==> src/sv/msup_pkg.sv <==
// Shared types and constants for the motor unit message supervisor.
// Used by msup_ctrl, msup_dpath and the top level; depends on nothing.
package msup_pkg;

    localparam int unsigned NUM_SRC = 3;
    localparam int unsigned SRC_BATTERY = 0;
    localparam int unsigned SRC_GEARBOX = 1;
    localparam int unsigned SRC_VEHICLE = 2;
    localparam int unsigned DIV_STEPS = 16;

    localparam logic [1:0] CFG_MAX_POWER = 2'd0;
    localparam logic [1:0] CFG_UV_LIMIT = 2'd1;
    localparam logic [1:0] CFG_TO_LIMIT = 2'd2;

    localparam logic [1:0] ERR_NONE = 2'd0;
    localparam logic [1:0] ERR_TIMEOUT = 2'd1;
    localparam logic [1:0] ERR_UNDERVOLT = 2'd2;

    localparam logic [19:0] MAX_POWER_RST = 20'd100000;
    localparam logic [15:0] UV_LIMIT_RST = 16'd300;
    localparam logic [7:0] TO_LIMIT_RST = 8'd5;
    localparam logic [6:0] PERCENT_SCALE = 7'd100;
    localparam logic [15:0] CURRENT_MAX = 16'hFFFF;

    typedef enum logic [2:0] {
        ST_IDLE,
        ST_MUL,
        ST_INIT,
        ST_DIV,
        ST_RESULT
    } state_t;

    // Packed with the first field in the highest bits.
    typedef struct packed {
        logic [15:0] motor_speed;
        logic [15:0] motor_torque;
        logic [7:0]  vehicle_byte2;
        logic [7:0]  vehicle_byte1;
        logic [7:0]  vehicle_byte0;
        logic        vehicle_msg_valid;
        logic        gearbox_msg_valid;
        logic [7:0]  battery_byte1;
        logic [7:0]  battery_byte0;
        logic        battery_msg_valid;
    } in_item_t;

    typedef struct packed {
        logic [15:0] speed_word;
        logic [15:0] torque_word;
        logic [15:0] motor_current;
        logic [15:0] motor_voltage;
        logic [1:0]  error_code;
    } out_item_t;

    typedef struct packed {
        logic accept;
        logic load_mul;
        logic init_div;
        logic step_div;
        logic load_out;
    } cmd_t;

    typedef struct packed {
        logic div_last;
    } status_t;

endpackage

==> src/sv/msup_ctrl.sv <==
// Sequencing state machine of the motor unit message supervisor.
// Uses msup_pkg; drives command signals to msup_dpath and owns the s_ and m_ handshakes.
module msup_ctrl (
    input  logic             aclk,
    input  logic             aresetn,
    input  logic             s_tvalid,
    output logic             s_tready,
    output logic             m_tvalid,
    input  logic             m_tready,
    input  msup_pkg::status_t status,
    output msup_pkg::cmd_t    cmd
);

    msup_pkg::state_t state_reg, state_next;
    logic m_tvalid_reg, m_tvalid_next;
    logic out_free;

    assign out_free = !m_tvalid_reg || m_tready;

    always_ff @(posedge aclk) begin
        if (!aresetn) begin
            state_reg <= msup_pkg::ST_IDLE;
            m_tvalid_reg <= 1'b0;
        end else begin
            state_reg <= state_next;
            m_tvalid_reg <= m_tvalid_next;
        end
    end

    always_comb begin
        state_next = state_reg;
        unique case (state_reg)
            msup_pkg::ST_IDLE:   if (s_tvalid) state_next = msup_pkg::ST_MUL;
            msup_pkg::ST_MUL:    state_next = msup_pkg::ST_INIT;
            msup_pkg::ST_INIT:   state_next = msup_pkg::ST_DIV;
            msup_pkg::ST_DIV:    if (status.div_last) state_next = msup_pkg::ST_RESULT;
            msup_pkg::ST_RESULT: if (out_free) state_next = msup_pkg::ST_IDLE;
            default:             state_next = msup_pkg::ST_IDLE;
        endcase
    end

    always_comb begin
        cmd = '0;
        s_tready = 1'b0;
        unique case (state_reg)
            msup_pkg::ST_IDLE: begin
                s_tready = 1'b1;
                cmd.accept = s_tvalid;
            end
            msup_pkg::ST_MUL:    cmd.load_mul = 1'b1;
            msup_pkg::ST_INIT:   cmd.init_div = 1'b1;
            msup_pkg::ST_DIV:    cmd.step_div = 1'b1;
            msup_pkg::ST_RESULT: cmd.load_out = out_free;
            default: ;
        endcase
    end

    always_comb begin
        m_tvalid_next = m_tvalid_reg;
        if (cmd.load_out) begin
            m_tvalid_next = 1'b1;
        end else if (m_tready) begin
            m_tvalid_next = 1'b0;
        end
    end

    assign m_tvalid = m_tvalid_reg;

    a_load_when_free: assert property (@(posedge aclk) disable iff (!aresetn)
        cmd.load_out |-> out_free)
        else $error("result loaded over a word not yet taken");
    a_accept_starts: assert property (@(posedge aclk) disable iff (!aresetn)
        cmd.accept |=> state_reg == msup_pkg::ST_MUL)
        else $error("accepted word did not start the multiply");
    a_div_ends: assert property (@(posedge aclk) disable iff (!aresetn)
        (state_reg == msup_pkg::ST_DIV && status.div_last) |=> state_reg == msup_pkg::ST_RESULT)
        else $error("division did not finish into the result state");
    a_load_sets_valid: assert property (@(posedge aclk) disable iff (!aresetn)
        cmd.load_out |=> m_tvalid)
        else $error("loaded result not offered");

endmodule

==> src/sv/msup_dpath.sv <==
// Datapath of the motor unit message supervisor: settings, held message data,
// miss counters, multiplier, shift-subtract divider and result register. Uses msup_pkg.
module msup_dpath (
    input  logic               aclk,
    input  logic               aresetn,
    input  logic               cfg_we,
    input  logic [1:0]         cfg_index,
    input  logic [19:0]        cfg_data,
    input  msup_pkg::in_item_t  item,
    input  msup_pkg::cmd_t      cmd,
    output msup_pkg::status_t   status,
    output msup_pkg::out_item_t result
);

    logic [19:0] max_power_reg;
    logic [15:0] uv_limit_reg;
    logic [7:0]  to_limit_reg;

    logic [15:0] volt_reg, volt_next;
    logic [15:0] accel_reg, accel_next;
    logic        ign_reg, ign_next;
    logic [7:0]  miss_reg [msup_pkg::NUM_SRC];
    logic [7:0]  miss_next [msup_pkg::NUM_SRC];
    logic [msup_pkg::NUM_SRC-1:0] flag_reg, flag_next, arrived;
    logic [15:0] torque_reg, speed_reg;

    logic [35:0] num_reg;
    logic [22:0] den_reg;
    logic [22:0] rem_reg, rem_next;
    logic [15:0] low_reg, quo_reg;
    logic [3:0]  cnt_reg;
    logic        sat_reg;
    logic [23:0] trial;
    logic        ge;

    msup_pkg::out_item_t out_reg, out_next;

    always_ff @(posedge aclk) begin
        if (!aresetn) begin
            max_power_reg <= msup_pkg::MAX_POWER_RST;
            uv_limit_reg <= msup_pkg::UV_LIMIT_RST;
            to_limit_reg <= msup_pkg::TO_LIMIT_RST;
        end else if (cfg_we) begin
            unique case (cfg_index)
                msup_pkg::CFG_MAX_POWER: max_power_reg <= cfg_data;
                msup_pkg::CFG_UV_LIMIT:  uv_limit_reg <= cfg_data[15:0];
                msup_pkg::CFG_TO_LIMIT:  to_limit_reg <= cfg_data[7:0];
                default: ;
            endcase
        end
    end

    assign arrived[msup_pkg::SRC_BATTERY] = item.battery_msg_valid;
    assign arrived[msup_pkg::SRC_GEARBOX] = item.gearbox_msg_valid;
    assign arrived[msup_pkg::SRC_VEHICLE] = item.vehicle_msg_valid;

    always_comb begin
        volt_next = item.battery_msg_valid ? {item.battery_byte0, item.battery_byte1} : volt_reg;
        accel_next = item.vehicle_msg_valid ? {item.vehicle_byte1, item.vehicle_byte0}
                                            : accel_reg;
        ign_next = item.vehicle_msg_valid ? item.vehicle_byte2[0] : ign_reg;
        for (int i = 0; i < msup_pkg::NUM_SRC; i++) begin
            if (arrived[i]) begin
                miss_next[i] = '0;
                flag_next[i] = 1'b0;
            end else begin
                // The counter sticks at full scale, so a limit of 255 never trips.
                miss_next[i] = (miss_reg[i] == 8'hFF) ? miss_reg[i] : miss_reg[i] + 8'd1;
                flag_next[i] = flag_reg[i] | (miss_next[i] > to_limit_reg);
            end
        end
    end

    always_ff @(posedge aclk) begin
        if (!aresetn) begin
            volt_reg <= '0;
            accel_reg <= '0;
            ign_reg <= 1'b0;
            flag_reg <= '0;
            for (int i = 0; i < msup_pkg::NUM_SRC; i++) begin
                miss_reg[i] <= '0;
            end
        end else if (cmd.accept) begin
            volt_reg <= volt_next;
            accel_reg <= accel_next;
            ign_reg <= ign_next;
            flag_reg <= flag_next;
            for (int i = 0; i < msup_pkg::NUM_SRC; i++) begin
                miss_reg[i] <= miss_next[i];
            end
        end
    end

    always_ff @(posedge aclk) begin
        if (cmd.accept) begin
            torque_reg <= item.motor_torque;
            speed_reg <= item.motor_speed;
        end
    end

    // The quotient exceeds 16 bits exactly when the top 20 bits of the
    // product are not below the divisor; that also covers a zero divisor.
    assign trial = {rem_reg, low_reg[15]};
    assign ge = trial >= {1'b0, den_reg};
    assign rem_next = ge ? 23'(trial - {1'b0, den_reg}) : trial[22:0];

    always_ff @(posedge aclk) begin
        if (cmd.load_mul) begin
            num_reg <= {16'd0, max_power_reg} * {20'd0, accel_reg};
            den_reg <= 23'({7'd0, volt_reg} * {16'd0, msup_pkg::PERCENT_SCALE});
        end
        if (cmd.init_div) begin
            sat_reg <= {3'd0, num_reg[35:16]} >= den_reg;
            rem_reg <= {3'd0, num_reg[35:16]};
            low_reg <= num_reg[15:0];
            cnt_reg <= '0;
        end else if (cmd.step_div) begin
            rem_reg <= rem_next;
            low_reg <= {low_reg[14:0], 1'b0};
            quo_reg <= {quo_reg[14:0], ge};
            cnt_reg <= cnt_reg + 4'd1;
        end
    end

    assign status.div_last = cnt_reg == 4'(msup_pkg::DIV_STEPS - 1);

    always_comb begin
        out_next = '0;
        out_next.torque_word = torque_reg;
        out_next.speed_word = speed_reg;
        out_next.error_code = (|flag_reg) ? msup_pkg::ERR_TIMEOUT : msup_pkg::ERR_NONE;
        if (ign_reg) begin
            if (volt_reg < uv_limit_reg) begin
                out_next.error_code = msup_pkg::ERR_UNDERVOLT;
            end else if (!(|flag_reg)) begin
                out_next.motor_voltage = volt_reg;
                out_next.motor_current = sat_reg ? msup_pkg::CURRENT_MAX : quo_reg;
            end
        end
    end

    always_ff @(posedge aclk) begin
        if (cmd.load_out) begin
            out_reg <= out_next;
        end
    end

    assign result = out_reg;

    a_flag_needs_miss: assert property (@(posedge aclk) disable iff (!aresetn)
        cmd.accept && item.gearbox_msg_valid |=> !flag_reg[msup_pkg::SRC_GEARBOX])
        else $error("timeout flag survived an arrival");
    a_err_code_range: assert property (@(posedge aclk) disable iff (!aresetn)
        cmd.load_out |=> (result.error_code != 2'd3))
        else $error("undefined error code produced");
    a_off_means_zero: assert property (@(posedge aclk) disable iff (!aresetn)
        cmd.load_out && !ign_reg |=> result.motor_voltage == '0 && result.motor_current == '0)
        else $error("drive commanded with ignition off");

endmodule

==> src/sv/motor_unit_message_supervisor_unit.sv <==
// Top level of the motor unit message supervisor.
// Instantiates msup_ctrl and msup_dpath; types come from msup_pkg.
//
//   channel   direction  handshake             payload
//   s_        in         s_tvalid / s_tready   s_tdata, one control tick
//   m_        out        m_tvalid / m_tready   m_tdata, one result word
//   cfg_      in         cfg_valid / cfg_ready cfg_index, cfg_data
//
// Held data and miss counters update on the accepting edge. The result is offered
// after one multiply, one divider set-up, 16 restoring divider steps and a load
// of the output register. A new word is not taken until that result is loaded.
// A result waiting on m_tready holds the block in its last state, but the next
// word is accepted as soon as that result is loaded. Reset is synchronous and
// active low; configuration writes are always taken.
module motor_unit_message_supervisor_unit (
    input  logic        aclk,
    input  logic        aresetn,
    // battery_msg_valid, battery_byte0, battery_byte1, gearbox_msg_valid,
    // vehicle_msg_valid, vehicle_byte0, vehicle_byte1, vehicle_byte2,
    // motor_torque, motor_speed, then zero fill
    input  logic [79:0] s_tdata,
    input  logic        s_tvalid,
    output logic        s_tready,
    // error_code, motor_voltage, motor_current, torque_word, speed_word, then zero fill
    output logic [71:0] m_tdata,
    output logic        m_tvalid,
    input  logic        m_tready,
    input  logic        cfg_valid,
    output logic        cfg_ready,
    input  logic [1:0]  cfg_index,
    input  logic [19:0] cfg_data
);

    msup_pkg::cmd_t      cmd;
    msup_pkg::status_t   status;
    msup_pkg::in_item_t  item;
    msup_pkg::out_item_t result;

    assign cfg_ready = 1'b1;
    assign item = msup_pkg::in_item_t'(s_tdata[74:0]);
    assign m_tdata = {6'd0, result};

    msup_ctrl u_ctrl (
        .aclk     (aclk),
        .aresetn  (aresetn),
        .s_tvalid (s_tvalid),
        .s_tready (s_tready),
        .m_tvalid (m_tvalid),
        .m_tready (m_tready),
        .status   (status),
        .cmd      (cmd)
    );

    msup_dpath u_dpath (
        .aclk      (aclk),
        .aresetn   (aresetn),
        .cfg_we    (cfg_valid & cfg_ready),
        .cfg_index (cfg_index),
        .cfg_data  (cfg_data),
        .item      (item),
        .cmd       (cmd),
        .status    (status),
        .result    (result)
    );

endmodule
==> config.mk <==
export PLATFORM = sky130hd
export DESIGN_NAME = motor_unit_message_supervisor_unit
export DESIGN_NICKNAME = d
export VERILOG_FILES = /design/src/sv/msup_pkg.sv /design/src/sv/msup_ctrl.sv /design/src/sv/msup_dpath.sv /design/src/sv/motor_unit_message_supervisor_unit.sv
export SDC_FILE = /design/constraint.sdc
export NUM_CORES = 1
export LEC_CHECK = 0
export ABC_AREA = 1
export BUFFER_PORTS_ARGS = -buffer_cell sky130_fd_sc_hd__clkbuf_2
export CAP_MARGIN = 15
export CORE_UTILIZATION = 35
export DETAILED_ROUTE_END_ITERATION = 7
export PLACE_DENSITY_LB_ADDON = 0.2
export SKIP_CTS_REPAIR_TIMING = 1
export SLEW_MARGIN = 15
export SYNTH_ARGS = -nofsm -noshare
export SYNTH_HDL_FRONTEND = slang
export SYNTH_SLANG_ARGS = --single-unit
==> constraint.sdc <==
create_clock -name aclk -period 6.53 [get_ports aclk]
set_input_delay 1.306 -clock aclk [delete_from_list [all_inputs] [get_ports aclk]]
set_output_delay 1.306 -clock aclk [all_outputs]
set_load 0.05 [all_outputs]
==> flow_summary.json <==
{
  "timing.rr.end": "u_dpath.num_reg[29]",
  "cap_violations": 0,
  "crit_cells": 19,
  "p_clk_frac": 0.192,
  "portBuffers": 162,
  "path_class": "reg -> reg",
  "drtIter0Drc": 1157,
  "core_mm2": 0.0763,
  "antenna_found_initial": 0,
  "drt_wl_total_um": 68600,
  "regToRegStartpoint": "u_dpath.max_power_reg[6]",
  "finalHoldViolations": 0,
  "cp-endpoint": "u_dpath.num_reg[29]",
  "p_seq_frac": 0.328,
  "tns_ns": 0,
  "detail_route.wl_per_cell_um": 15.6,
  "hold_path.class": "reg -> reg",
  "clk_path_buf_depth": 3,
  "h-tree-depth": 2,
  "relSlewSlack": 0.352,
  "dieArea_mm2": 0.0786,
  "syn_area_per_cell_um2": 8.48,
  "initial_utilization": 0.355,
  "insertion_delay_ns": 0.53,
  "row_count": 101,
  "path_buf_inv": 4,
  "reg2regPathDepth": 19,
  "p_sw_w": 0.00449,
  "viasPerCell": 4.63,
  "synth-edff-count": 232,
  "end_kind": "flop",
  "cpMostUsedCell": "fa_1",
  "syn_area_mm2": 0.0271,
  "gr-total-overflow": 0,
  "setup_viol": 0,
  "yosys_warnings": 0,
  "globalRouteTotalUtil": 0.177,
  "die_w_um": 280,
  "clkTransAtPathRegs_ns": 0.06,
  "numCtsBuffers": 37,
  "largest_reg_flops": 66,
  "slowest_stage": "dfxtp_1",
  "grt_start_max_net_pins": 67,
  "power_density_mw_per_mm2": 339,
  "skew_ns": 0.0103,
  "ant_nets": 0,
  "cts_tree": "yes",
  "post-route-period-util": 0.924,
  "synth_cell_types": 42,
  "crit_chain": "nand2_1, fa_1, inv_1, fa_1, fa_1, fa_1, fa_1, inv_1, fa_1, inv_1, ha_1, nand2_1, nor2_1, inv_1, nor3_1, and3_1, nand2_1, nand4_1, nand2_1",
  "setup.worst_path.start": "u_dpath.max_power_reg[6]",
  "pin_count": 182,
  "peakVddDrop_uv": 168,
  "stdcell_count": 4397,
  "ys_seq_area_frac": 0.324,
  "drive_above_1_share": 0.0867,
  "combPwrFrac": 0.480,
  "cp_max_fo": 11,
  "grt_pass1_vias": 20000,
  "ys.flop_type": "edfxtp_1",
  "num-nets-final": 3952,
  "hpwl_um": 54500,
  "synthArstFlopShare": 0,
  "cts_sinks": 323,
  "status": "finished clean",
  "drc_errors": 0,
  "path_delay_family": "adder cells",
  "fill_cells": 7918,
  "netSwitchingFraction": 0.437,
  "max_freq_mhz": 166,
  "clock-root-buffer": "clkbuf_16",
  "p_leak_nw": 15.6,
  "intPower_w": 0.00578,
  "area_growth_pct": 11.8,
  "final_period_minus_worst_setup_slack_ns": 6.04,
  "grt_pass1_wl_um": 110000,
  "worstPathRequired_ns": 6.80,
  "placed_cells": 4332,
  "synth-seq-cells": 323,
  "vias": 20300,
  "die_height_um": 280,
  "rsz0062_at_grt": "false",
  "worst_pin_slew_ns": 0.970,
  "diodes": 0,
  "slowest_delay_ns": 0.77,
  "gp_congestion": 0.867,
  "drt_pass1_iterations": 5,
  "cp.arrival_ns": 6.31,
  "critPathLaunchType": "flop",
  "slew_viol_final": 0,
  "synthCells": 3201,
  "r2r_slack_ns": 0.49
}
[worst min-delay path by stage]
stage	start	cells after the start	to
after floorplan	u_dpath.torque_reg[0]	0	u_dpath.result[34]
after global placement	u_dpath.torque_reg[6]	0	u_dpath.result[40]
after detailed placement	u_dpath.speed_reg[3]	0	u_dpath.result[53]
after CTS	u_dpath.torque_reg[10]	0	u_dpath.result[44]
after global routing	u_dpath.speed_reg[4]	0	u_dpath.result[54]
final	u_dpath.speed_reg[4]	0	u_dpath.result[54]
[routing by layer]
layer | part of all wire | global-route usage | vias up
met3 | 0.044 | 0.0223 | 74
li1 | - | - | 10200
met2 | 0.47 | 0.293 | 402
met1 | 0.47 | 0.246 | 9701
met5 | 0 | 0 | -
met4 | 0.017 | 0.0369 | 0
[through the flow]
step                worst slack (ns)  utilization  area [um^2]  total power (W)  hold slack (ns)
floorplan                      0.930            -        27200          0.00701            0.400
global placement               0.468        0.382        29200          0.00838            0.401
detailed placement             0.465        0.382        29200          0.00839            0.405
CTS                            0.451        0.397        30300           0.0104            0.420
global route                   0.140        0.397        30300           0.0112            0.425
finish                         0.495        0.397        30300           0.0103            0.419
[cell families after synthesis]
group | after synthesis | synth area share
AO/OA/AOI/OAI | 323 | 0.0637
XOR/XNOR | 55 | 0.0178
adder cells (fa/ha/maj) | 504 | 0.305
buffers and inverters | 790 | 0.111
flip-flops | 323 | 0.324
other | 2 | 0.000277
AND/OR/NAND/NOR | 1204 | 0.178
[cell type report]
type	instances	area, um^2	share of cell area
inverter	671	2520	0.0831
tap	1030	1290	0.0425
timing repair buffer	215	1220	0.0403
clock buffer	45	976	0.0322
multi-input combinational	2093	15400	0.507
sequential	323	8790	0.290
clock inverter	20	164	0.00541
[cell usage in the layout, fill, tap and decap left out, types with 5 or more instances in the layout]
cell / instances
nand2_1: 808
inv_1: 665
fa_1: 262
ha_1: 242
edfxtp_1: 232
nor2_1: 221
a21oi_1: 166
clkbuf_2: 162
o21ai_0: 103
nand3_1: 99
dfxtp_1: 91
buf_4: 52
clkbuf_16: 37
xor2_1: 34
nor3_1: 22
xnor2_1: 21
nand4_1: 19
a21o_1: 11
nand3b_1: 11
o21bai_1: 9
o21ai_1: 8
o211ai_1: 8
conb_1: 7
o21a_1: 6
clkinv_1: 6
clkbuf_1: 6
clkinv_2: 6
inv_2: 5
nor4_1: 5
a31oi_1: 5
[power groups by stage]
stage               Combinational [W]  Clock, W  Sequential [W]
floorplan                     0.00350         0         0.00351
global placement              0.00497         0         0.00341
detailed placement            0.00498         0         0.00341
CTS                           0.00502   0.00203         0.00337
global route                  0.00566   0.00210         0.00343
finish                        0.00493   0.00197         0.00337
[synth_stat cells, drive strengths merged, types with 2 or more instances]
cell type | count | area (um^2)
a211oi | 2 | 15.0
a21oi | 167 | 840
buf | 18 | 124
a21boi | 3 | 22.5
nor3 | 25 | 130
ha | 242 | 3030
edfxtp | 232 | 6970
o211ai | 8 | 60.1
o21a | 6 | 45.0
nand4 | 20 | 131
a21o | 11 | 82.6
nand3b | 11 | 82.6
xnor2 | 21 | 184
nand2 | 812 | 3060
nor2 | 229 | 887
o21ai | 111 | 556
dfxtp | 91 | 1820
inv | 670 | 2510
conb | 2 | 7.51
xor2 | 34 | 298
clkbuf | 101 | 379
nand3 | 99 | 495
a31oi | 5 | 31.3
fa | 262 | 5250
o21bai | 9 | 67.6
nor4 | 5 | 31.3
No activity file was read; power rests on OpenSTA's default activity.
